`config.mk`:
```
export PLATFORM = sky130hd
export DESIGN_NAME = brp_ram
export DESIGN_NICKNAME = d
export VERILOG_FILES = /design/src/hdl/brp_ram.sv
export SDC_FILE = /design/constraint.sdc
export NUM_CORES = 1
export LEC_CHECK = 0
export ABC_AREA = 0
export BUFFER_PORTS_ARGS = -buffer_cell sky130_fd_sc_hd__clkbuf_2
export CORE_MARGIN = 1
export CORE_UTILIZATION = 45
export DETAILED_ROUTE_END_ITERATION = 12
export GPL_TIMING_DRIVEN = 0
export PLACE_DENSITY = 0.68
export SYNTH_ARGS = -nofsm -noshare
export SYNTH_HDL_FRONTEND = slang
export SYNTH_SLANG_ARGS = --single-unit
```
`constraint.sdc`:
```
create_clock -name aclk -period 2.3 [get_ports aclk]
set_input_delay 0 -clock aclk [delete_from_list [all_inputs] [get_ports aclk]]
set_output_delay 0 -clock aclk [all_outputs]
set_load 0.02 [all_outputs]
```
`src/hdl/brp_ram.sv`:
```
// Generic single-write, single-read RAM with registered read data.
module brp_ram #(
    parameter int WIDTH = 8,
    parameter int DEPTH = 16
) (
    input  logic                     aclk,
    input  logic                     wr_en,
    input  logic [$clog2(DEPTH)-1:0] wr_addr,
    input  logic [WIDTH-1:0]         wr_data,
    input  logic                     rd_en,
    input  logic [$clog2(DEPTH)-1:0] rd_addr,
    output logic [WIDTH-1:0]         rd_data
);

    logic [WIDTH-1:0] mem_reg [DEPTH];
    logic [WIDTH-1:0] rd_data_reg;

    // Write port, then registered read
    always_ff @(posedge aclk) begin
        if (wr_en) begin
            mem_reg[wr_addr] <= wr_data;
        end
        if (rd_en) begin
            rd_data_reg <= mem_reg[rd_addr];
        end
    end

    assign rd_data = rd_data_reg;

endmodule

```
# == Yosys cells after proc, flatten, opt, wreduce, memory -nomap -nowiden ==
# Memories as Yosys holds them, arrays and structs flattened. A register that Yosys moved wholly into a read port is not among the register bits.
# Cells that the tools add are included.
# totals
elab_cells,3
input_bits,19
n_memories,1
ram_bits,128
register_bits,0
# memory_table
name,words,width,rd,rd_ports_with_merged_regs,wr,line_no,text
mem_reg,16,8,1,1,1,15,logic [WIDTH-1:0] mem_reg [DEPTH];
# op_classes
n_mux,2
# op_table
operator,n
$mux W1,2

# == Depth between registers and ports, before layout ==
# Gate-level depths: netlist of run 1.
# logic_depth
word_depth,2
mapped_depth,5
ltp_nobuf,3

# == Worst setup path after synthesis of run 1 ==
# Ideal clock, no wire load.
# synth_timing
path_kind,in2reg
from,input wr_addr[2]
to,"memory mem_reg[0][0], enable pin"
required_ns,1.917
n_path_buf,0
stages,2
setup_ns,0.383
arrival_time_ns,1.110
setup_slack_ns,0.807
path_cell_list,or3b_2 nor3_1
# synth_lines
item,line_no,text
"start, declared",8,"input logic [$clog2(DEPTH)-1:0] wr_addr,"
"end, declared",15,
# No word-level cell before the write port.

# == Final worst setup path of run 1 ==
# layout_timing
from,input wr_addr[2]
to,"memory mem_reg[0][7], enable pin"
# No word-level cell before the write port.

==> results of run 1 <==
## synth_stat cells, drive strengths merged
cell / instances / area share
edfxtp: 136 / 0.78
mux4: 32 / 0.15
a22oi: 16 / 0.023
nor2: 13 / 0.0093
nand2: 9 / 0.0065
buf: 7 / 0.011
nor3: 4 / 0.0038
clkdlybuf4s25: 3 / 0.0057
nand2b: 2 / 0.0024
nand3b: 2 / 0.0029
and2: 1 / 0.0012
and2b: 1 / 0.0014
nand3: 1 / 0.00096
nor2b: 1 / 0.0012
or3b: 1 / 0.0017
## metrics by stage
step	total power, mW	cells	area, sq um	utilization
after detailed placement	3.13	394	5530	0.499
after global routing	5.60	426	6060	0.547
after global placement	3.12	394	5530	0.499
final	5.47	426	6060	0.547
after CTS	5.50	426	6060	0.547
after floorplan	3.01	229	5230	-
## per-layer routing
layer  part of all wire  track usage  up-vias
met5                  0            0        -
met4              0.012       0.0714        0
met3              0.062       0.0439       10
met2               0.48        0.256       82
met1               0.44        0.255     1215
li1                   -            -     1074
## area by class of cell
type | instances | area, sq um | area share
Sequential cell | 136 | 4080 | 0.674
Multi-Input combinational cell | 83 | 1060 | 0.175
Clock buffer | 19 | 433 | 0.0715
Tap cell | 140 | 175 | 0.0289
Timing Repair Buffer | 26 | 135 | 0.0223
Clock inverter | 12 | 86.3 | 0.0143
Buffer | 10 | 86.3 | 0.0143
## worst max-delay path, stage by stage
cell and delay (ns):
clkbuf_2 0.10, or3b_2 0.53, nor3_1 0.97
## power groups by stage
stage	clock network, mW	registers (mW)	logic [mW]
final	2.39	2.81	0.273
after global placement	0	2.85	0.267
after floorplan	0	2.87	0.141
after detailed placement	0	2.86	0.274
after CTS	2.42	2.81	0.276
after global routing	2.49	2.81	0.297
## cells by family (layout without fill, tap and decap cells)
group	count (synthesis)	after routing	share of synthesized area
compound gates	16	16	0.0230
buf+inv	10	67	0.0165
flops	136	136	0.781
mux	32	32	0.148
simple gates	35	35	0.0314
## worst paths after layout
| kind | start | end |
|---|---|---|
| min reg2reg | mem_reg[8][1]$_DFFE_PP_ | rd_data[1]$_DFFE_PP_ |
| max | wr_addr[2] | mem_reg[0][7]$_DFFE_PP_ |
| max reg2reg | mem_reg[5][0]$_DFFE_PP_ | rd_data[0]$_DFFE_PP_ |
| min | wr_data[6] | mem_reg[14][6]$_DFFE_PP_ |
==> run summary, run 1 <==
The number of remaining DRC errors is 0. The path depth of the worst reg2reg path is 3. The worst hold margin is 0.0465 ns. The clock transition at the registers of the reported paths is 0.06 ns. The post-CTS setup buffer count came out at 0. Of the available clock period, the critical path in the final layout requires 0.692. The register with the most flip-flops in the layout has 128 of them. The number of clock buffers added by TritonCTS is 17. The number of DRC markers in iteration 0 came out at 156. The post-route minimum period is 1.59 ns. The total number of vias is 2381. The proportion of power drawn by flip-flops and latches is 0.513. The switching power share of the total is 0.203.

For this configuration, the core starts out at a cell density of 0.472. The layout cell share with drive strength beyond 1 is 0.280. The clock tree buffer depth is 2. The number of maximum-capacitance violations is 0. The die outline area is 12100 sq um.

The number of antenna repair diodes is 0. The final count of hold timing violations is 0. The CTS tree is built. The register area share after synthesis is 0.781. Setup slack on the critical path of the routed design comes to 0.709 ns. The internal power component is 4.35 mW. The slack of the worst reg-to-reg path is 0.73 ns.

The area growth from synthesis to layout is 15.9%. For the pin with the worst max-slew slack, the measured transition is 1.26 ns. The remaining max-slew budget at the tightest pin is 0.155. The worst setup skew after layout is 0.00516 ns. The Yosys warning count is 0. The post-detailed-routing wire length is 9.42 mm. The total leakage power came out at 2.02 nW.

The final routed wire length divided by cell count came out at 22.1 um. The post-cts gate resize count is 0. The layout filler cell count is 848. STA classifies the critical path endpoint as a register.

The floorplan step set the die height to 110 um. The instance count along the most critical hold path is 1. The register bit count reported by yosys is 136. The power density over cell area came out at 903 nW/um^2. The number of antenna violations at the first check in global routing came out at 0. The number of max-slew violations in the final report was 0. For this run, the top clock speed supported by timing is 628 MHz. The required time reported for the critical path endpoint is 2.32 ns.

The top-level I/O count is 27. The quantity of hold-fixing buffers added after cts came out at 1. The H-tree level count came out at 4. Before CTS, the worst setup slack after placement is 0.253 ns.

The post-layout net count came out at 293. The worst setup path is launched from a primary input. The library cell used most frequently in the layout, excluding fill and tap cells, is edfxtp_1.

The accumulated negative setup slack came out at 0 ns. The total of endpoints with negative setup slack in the final report came out at 0. The flow ran to the end, and the final reports show no timing, DRC or antenna violations. The post-synthesis cell type count is 18. The total global routing track utilization is 0.176. After global routing the overflow that remains totals 0. The first-pass GRT wire length is 14.0 mm. The length of the first detailed-routing pass in iterations is 4.

The number of cell rows is 38. Summed over all nets, the switching power comes to 1.11 mW. The core region area came out at 11100 sq um. The average cell area after synthesis is 22.8 sq um. The buffer cell driving the clock tree root is clkbuf_16.

The HPWL after detailed placement is 5.90 mm. The maximum number of pins on one net before global-route repair came out at 17. The area of the mapped netlist is 5230 sq um. Of all nets on the critical path, the largest fanout is 8. Setup repair after global routing left no endpoint under its margin. The clock power share is 0.437. STA puts the critical path data arrival time at 1.61 ns. The critical setup path kind is in -> reg. The routability congestion estimate came out at 0.731. The count of buffers added on input and output ports is 25.

The number of standard cells after synthesis is 229. In the layout the commonest cells are edfxtp_1, clkbuf_2, mux4_2. The relative contribution of combinational cells to total power is 0.050. The clock network latency to the later pin of the worst-skew pair is 0.41 ns. After detailed routing, the number of vias per cell comes to 5.59. The number of global-route vias before repair was 2310. The TritonCTS sink count is 136.

The largest voltage drop on the vdd net came out at 0.424 mV. The path class of the tightest hold or removal check is in -> reg. In this run the remaining antenna-violating nets after routing total 0. The net count of the mapped netlist is 248.

From left edge to right edge, the die measures 110 um.
Power figures use the tool's default switching activity.
==> run 2: changes to the inputs <==
--- a/config.mk
+++ b/config.mk
@@ -11,7 +11,7 @@
 export CORE_UTILIZATION = 45
 export DETAILED_ROUTE_END_ITERATION = 12
 export GPL_TIMING_DRIVEN = 0
-export PLACE_DENSITY = 0.68
+export PLACE_DENSITY = 0.7
 export SYNTH_ARGS = -nofsm -noshare
 export SYNTH_HDL_FRONTEND = slang
 export SYNTH_SLANG_ARGS = --single-unit
==> constraint.sdc (replaced) <==
create_clock -name aclk -period 1.29 [get_ports aclk]
set_input_delay 0 -clock aclk [delete_from_list [all_inputs] [get_ports aclk]]
set_output_delay 0 -clock aclk [all_outputs]
set_load 0.02 [all_outputs]
==> run 2 against run 1 <==
  * The flow now finishes with violations (setup timing)
  * Flip-flop and latch count unchanged
  * First-iteration DRC count increased by 30%
  * Register-to-register slack worse by 0.94 ns
  * Non-clock buffer count unchanged
  * Wire length grew 4.6%
  * Cell area increased by 1.8%
  * Final cell count increased by 0.23%
  * Worst setup slack lost 0.91 ns
  * Critical path depth unchanged
  * Clock power increased by 110%
  * Largest cell class unchanged
  * Count of clock-buffer cells in the layout decreased by 2
==> run summary, run 2 (same netlist as run 1, synthesis figures left out) <==
The maximum number of pins on one net before global-route repair came out at 17. The starting utilization of the core area came out at 0.472. The detailed-route vias per instance came out at 5.70.

In this run the worst path has a maximum fanout of 1. The number of flip-flops in the largest register came out at 128. The total grt overflow is 0. The checks that failed: setup timing. The number of remaining DRC errors is 0.

The flow ran to the end, but the final reports show violations. The total global routing track utilization is 0.185. The final count of hold timing violations was 0.

The number of maximum-capacitance violations is 0. The power spent charging and discharging nets is 2.16 mW. The die is 110 um tall. Leaving out fill and tap cells, the most frequent cell in the layout is edfxtp_1. The number of max-slew violations in the final report came out at 0. The clock passes through at most 2 buffers. The worst setup path is launched from a register. The critical path data arrival time came out at 1.65 ns.

The worst-case IR drop observed on VDD is 1.38 mV. The post-route minimum period is 1.50 ns. The top achievable clock speed came out at 669 MHz.

The worst setup skew after layout is 0.00741 ns. In the layout the commonest cells are edfxtp_1, mux4_2, clkbuf_2. After routing, the total negative slack on setup checks comes to -1.06 ns.

The area overhead of the layout relative to synthesis came out at 18.0%. In this run the count of I/O pins placed on the die edge is 27. The number of cell rows is 38. The proportion of power drawn by flip-flops and latches came out at 0.472. The final layout contains 293 nets.

The clock transition at the registers of the reported paths is 0.06 ns. The tightest min-delay check is of the in -> reg type. The slew of the pin with the lowest slew margin came out at 0.796 ns. Detailed placement finished with a half-perimeter wire length of 6.02 mm. In this run the clock root is driven by a clkbuf_16. The total of endpoints with negative setup slack in the final report is 8. The required time reported for the critical path endpoint is 1.44 ns. The number of standard cells in the layout, taps in and fillers out is 427.

In the post-route analysis, the smallest setup slack over all paths is -0.205 ns. The H-tree level count is 4. The TritonCTS sink count came out at 136. The switching power share of the total is 0.204.

The clock network latency to the later pin of the worst-skew pair came out at 0.41 ns. The filler cells instantiated in the layout total 804. The total number of vias is 2434. Summed over all layers, the routed wires come to 9.86 mm. The power density over cell area is 1720 nW/um^2. The number of input and output port buffers inserted came out at 25. The final routed wire length divided by cell count came out at 23.1 um. Setup repair after global routing could not meet its margin everywhere. The number of buffers created by CTS came out at 17.

The clock power share came out at 0.479. The first detailed-routing pass ran for 5 iterations. The number of antenna violations at the first check in global routing came out at 0. Hold timing on the final database bottoms out at a slack of 0.0587 ns. In this run the standard cell core region covers 11100 sq um. The number of nets still failing antenna checks after routing is 0.

The CTS tree is built. Headroom to the max-slew limit came out at 0.468. The repair_antennas step left the layout with diodes totalling 0. The first global-routing pass estimated 14.8 mm of wire. Of the total power, combinational logic draws 0.049. Once layout is complete, the utilization of the core stands at 0.557. The number of DRC markers in iteration 0 is 203.

Of the available clock period, the critical path in the final layout requires 1.16. The number of global-route vias before repair is 2455. The layout cell share with drive strength beyond 1 is 0.390. The total leakage power is 2.01 nW.

The die outline area came out at 12100 sq um. The worst setup path is of the reg -> reg kind. The cell count after placement came out at 394. The internal power component came out at 8.43 mW. Post-CTS timing repair inserted 0 buffers for setup. The floorplan step set the die width to 110 um.

At the end of routability-driven placement, the weighted congestion stood at 0.731. The worst setup path is captured at a register.
==> run 2: cell count changes in the layout (fill, tap and decap cells not counted), sizes merged <==
cell      previous run  this run
inv                  0         2
clkinvlp             2         3
bufinv               1         4
clkbuf              44        42
clkinv               9         6
==> run 2: area by class of cell <==
type,instances,area (sq um),area share
sequential,136,4080,0.662
multi-input combinational,83,1060,0.172
clock buffer,17,425,0.0690
clock inverter,15,201,0.0327
tap,140,175,0.0284
timing repair buffer,26,135,0.0219
buffer,10,86.3,0.0140
==> run 2: path summary, 6_finish.rpt <==
kind | start | end | slack, ns | cells past startpoint
max | mem_reg[7][0]$_DFFE_PP_ | rd_data[0]$_DFFE_PP_ | -0.21 | 3
min | wr_data[6] | mem_reg[14][6]$_DFFE_PP_ | 0.06 | 1
max reg2reg | mem_reg[7][0]$_DFFE_PP_ | rd_data[0]$_DFFE_PP_ | -0.21 | 3
min reg2reg | mem_reg[10][2]$_DFFE_PP_ | rd_data[2]$_DFFE_PP_ | 0.77 | 3
==> run 2: timing repair <==
item | CTS | global route
hold buffers | 1 | 0
resized for setup | 12 | 3
pin swaps | 2 | 5
endpoints found under the setup margin | 32 | 24
hold endpoints to repair | 8 | 0
==> run 2: power groups by stage <==
| stage | clock network, mW | logic [mW] | registers, mW |
|---|---|---|---|
| floorplan | 0 | 0.258 | 5.12 |
| global placement | 0 | 0.483 | 5.09 |
| detailed placement | 0 | 0.495 | 5.10 |
| CTS | 5.12 | 0.517 | 5.01 |
| global route | 5.29 | 0.554 | 5.01 |
| finish | 5.07 | 0.515 | 5.00 |
==> run 2: critical path, cell delays in order (launching register included) <==
cell and delay, ns:
edfxtp_1 0.37, mux4_2 0.52, a22oi_2 0.25, nand2_1 0.11
==> run 2: metrics by stage <==
| stage | instance area (sq um) | total power [mW] | setup WS, ns |
|---|---|---|---|
| floorplan | 5190 | 5.38 | 0.00966 |
| global placement | 5500 | 5.57 | -0.451 |
| detailed placement | 5500 | 5.59 | -0.556 |
| CTS | 6150 | 10.6 | -0.214 |
| global route | 6170 | 10.9 | -0.214 |
| finish | 6170 | 10.6 | -0.205 |
==> run 2: routing by layer <==
layer	global-route usage	wire length [um]	vias to the layer above
met5	0	0	-
met4	0.0638	90	0
met3	0.0480	512	7
met2	0.285	4850	83
met1	0.257	4400	1280
li1	-	-	1064
==> run 3: changes to the inputs <==
--- a/config.mk
+++ b/config.mk
@@ -8,10 +8,10 @@
 export ABC_AREA = 0
 export BUFFER_PORTS_ARGS = -buffer_cell sky130_fd_sc_hd__clkbuf_2
 export CORE_MARGIN = 1
-export CORE_UTILIZATION = 45
+export CORE_UTILIZATION = 40
 export DETAILED_ROUTE_END_ITERATION = 12
 export GPL_TIMING_DRIVEN = 0
-export PLACE_DENSITY = 0.7
+export PLACE_DENSITY = 0.64
 export SYNTH_ARGS = -nofsm -noshare
 export SYNTH_HDL_FRONTEND = slang
 export SYNTH_SLANG_ARGS = --single-unit
==> run 3 against run 2 <==
  * The flow still finishes with violations (setup timing)
  * Via count is 3.0% lower
  * Wire length is 1.2% higher
  * Worst hold slack better by 0.0012 ns
  * Non-clock buffer count stayed put
  * Utilization is 7.3 points lower
  * First-iteration DRC count is 22% lower
  * Cell area is 0.57% lower
  * Critical path type unchanged
  * Largest cell class unchanged
  * Highest routed layer unchanged
==> run summary, run 3 (same netlist as run 1, synthesis figures left out) <==
After detailed routing, the average wire length per cell comes to 21.8 um. The total grt overflow came out at 0. Static timing analysis puts the maximum clock frequency at 692 MHz. The total of endpoints with negative setup slack in the final report came out at 8. The maximum number of pins on one net before global-route repair is 17. The post-layout worst setup margin came out at -0.154 ns. The tree is rooted in a clkbuf_16. The final count of hold timing violations came out at 0. The power density over cell area is 1620 nW/um^2. The required time reported for the critical path endpoint is 1.43 ns. The checks that failed: setup timing. The setup path with the least slack is of type reg -> reg. After routing the design area is 6130 sq um. The switching power share of the total came out at 0.198. The number of standard cells in the layout, taps in and fillers out is 458.

The remaining max-slew budget at the tightest pin came out at 0.460. The pre-CTS setup slack came out at -0.539 ns. The H-tree level count came out at 4. The number of cell rows is 41. Cell internal power was estimated by the tool at 7.98 mW. The clock tree buffer depth came out at 2. The die outline area came out at 13500 sq um. The number of buffers created by CTS came out at 17. The die is 116 um wide.

The height of the die is 116 um. The clock transition at the registers of the reported paths came out at 0.06 ns. The number of global-route vias before repair came to 2559. The cell count after placement is 426. The core occupancy in the finished layout came out at 0.484. The clock network latency to the later pin of the worst-skew pair is 0.40 ns.

The number of remaining DRC errors came out at 0. The total leakage power is 1.97 nW. The detailed-route vias per instance came out at 5.16. The instance count along the most critical hold path came out at 1.

Across every metal layer, demand over resource in global routing totals 0.167. The CTS tree is built. The total number of vias is 2362. STA classifies the critical path endpoint as a register.

The number of antenna repair diodes came out at 0. The area overhead of the layout relative to synthesis is 17.3%. The top-level I/O count came out at 27. The HPWL after detailed placement is 6.29 mm.

Of the total power, combinational logic draws 0.053. Input and output buffers added on the ports amount to 25. The number of max-slew violations in the final report is 0. Leaving out fill and tap cells, the most frequent cell in the layout is edfxtp_1. The first-pass GRT wire length came out at 15.1 mm. The number of DRC markers in iteration 0 is 158. The TritonCTS sink count came out at 136. The maximum fanout along the worst path came out at 1. The routability congestion estimate is 0.717.

The largest voltage drop on the vdd net is 0.802 mV. The detail route stage leaves a number of antenna-violating nets equal to 0. The portion of the clock cycle consumed by the worst path in the final layout came out at 1.12. The layout cell share with drive strength beyond 1 came out at 0.367.

STA classifies the critical path startpoint as a register. The number of antenna violations at the first check in global routing was 0. The initial utilization of the core area, before any placement, comes to 0.413. In this run the power spent charging and discharging nets is 1.97 mW. In the layout the commonest cells are edfxtp_1, mux4_2, clkbuf_2. The post-layout net count is 293. The number of cells on the worst reg-to-reg path is 3. The core region area is 12700 sq um. Summed over all layers, the routed wires come to 9.97 mm. The length of the first detailed-routing pass in iterations came out at 4. The number of maximum-capacitance violations came out at 0. The class of the tightest hold or removal check is in -> reg. Between clock sinks in the finished design, the worst skew comes to 0.00567 ns. The proportion of power drawn by flip-flops and latches is 0.503. The slew of the pin with the lowest slew margin is 0.807 ns.

The placed cell area is 5540 sq um. Setup repair after global routing could not meet its margin everywhere. The flow ran to the end, but the final reports show violations. Of the total power, the clock network draws 0.445. The number of flip-flops in the largest register came out at 128. Subtracting the final worst setup slack from the clock period gives 1.44 ns. Buffers added to address setup during post-CTS repair amount to 0. The critical path data arrival time is 1.59 ns.
-- run 3: changes by cell type in the layout (fill, tap and decap cells not counted), sizes merged --
cell | previous run | this run
clkbuf | 42 | 45
inv | 2 | 0
bufinv | 4 | 2
-- run 3: cell type report --
type	instances	area [sq um]
repair buffers	26	135
flip-flops and latches	136	4080
multi-input cells	83	1070
fillers	1043	6540
clock inverters	11	108
well taps	172	215
plain buffers	10	86.3
clock buffers	20	437
-- run 3: metrics by stage --
| step | hold slack, ns | TNS [ns] | power, mW |
|---|---|---|---|
| after floorplan | 0.0989 | 0 | 5.38 |
| after global placement | 0.350 | -30.95 | 5.58 |
| after detailed placement | 0.353 | -32.36 | 5.60 |
| after CTS | 0.0470 | -1.12 | 10.0 |
| after global routing | 0.0656 | -1.37 | 10.3 |
| final | 0.0600 | -1.07 | 9.96 |
-- run 3: critical path, stage by stage, from the launching register on --
cell	delay (ns)
edfxtp_1	0.38
mux4_2	0.49
a22oi_2	0.22
nand2_1	0.10
-- run 3: power by group through the flow --
| stage | clock [mW] | combinational [mW] | sequential [mW] |
|---|---|---|---|
| finish | 4.43 | 0.524 | 5.00 |
| global route | 4.69 | 0.563 | 5.01 |
| CTS | 4.51 | 0.522 | 5.01 |
| detailed placement | 0 | 0.501 | 5.09 |
| global placement | 0 | 0.490 | 5.09 |
| floorplan | 0 | 0.258 | 5.12 |
-- run 3: repair_timing --
| action | in CTS | in global routing |
|---|---|---|
| pin swaps | 3 | 5 |
| resized for setup | 12 | 4 |
| endpoints found under the hold margin | 8 | 0 |
| hold buffers | 1 | 0 |
| setup endpoints to repair | 30 | 16 |
-- run 3: metal layers --
metal,global-route usage,vias to the layer above,part of all wire,wire [um]
met5,0,-,0,0
met4,0.0701,0,0.011,110
met3,0.0503,4,0.071,704
met2,0.276,77,0.52,5140
met1,0.206,1223,0.40,4010
li1,-,1058,-,-
-- run 3: final timing paths --
kind,start,to,slack [ns]
setup / recovery,mem_reg[3][7]$_DFFE_PP_,rd_data[7]$_DFFE_PP_,-0.15
hold reg to reg,mem_reg[10][4]$_DFFE_PP_,rd_data[4]$_DFFE_PP_,0.76
hold / removal,wr_data[5],mem_reg[13][5]$_DFFE_PP_,0.06
setup reg to reg,mem_reg[3][7]$_DFFE_PP_,rd_data[7]$_DFFE_PP_,-0.15
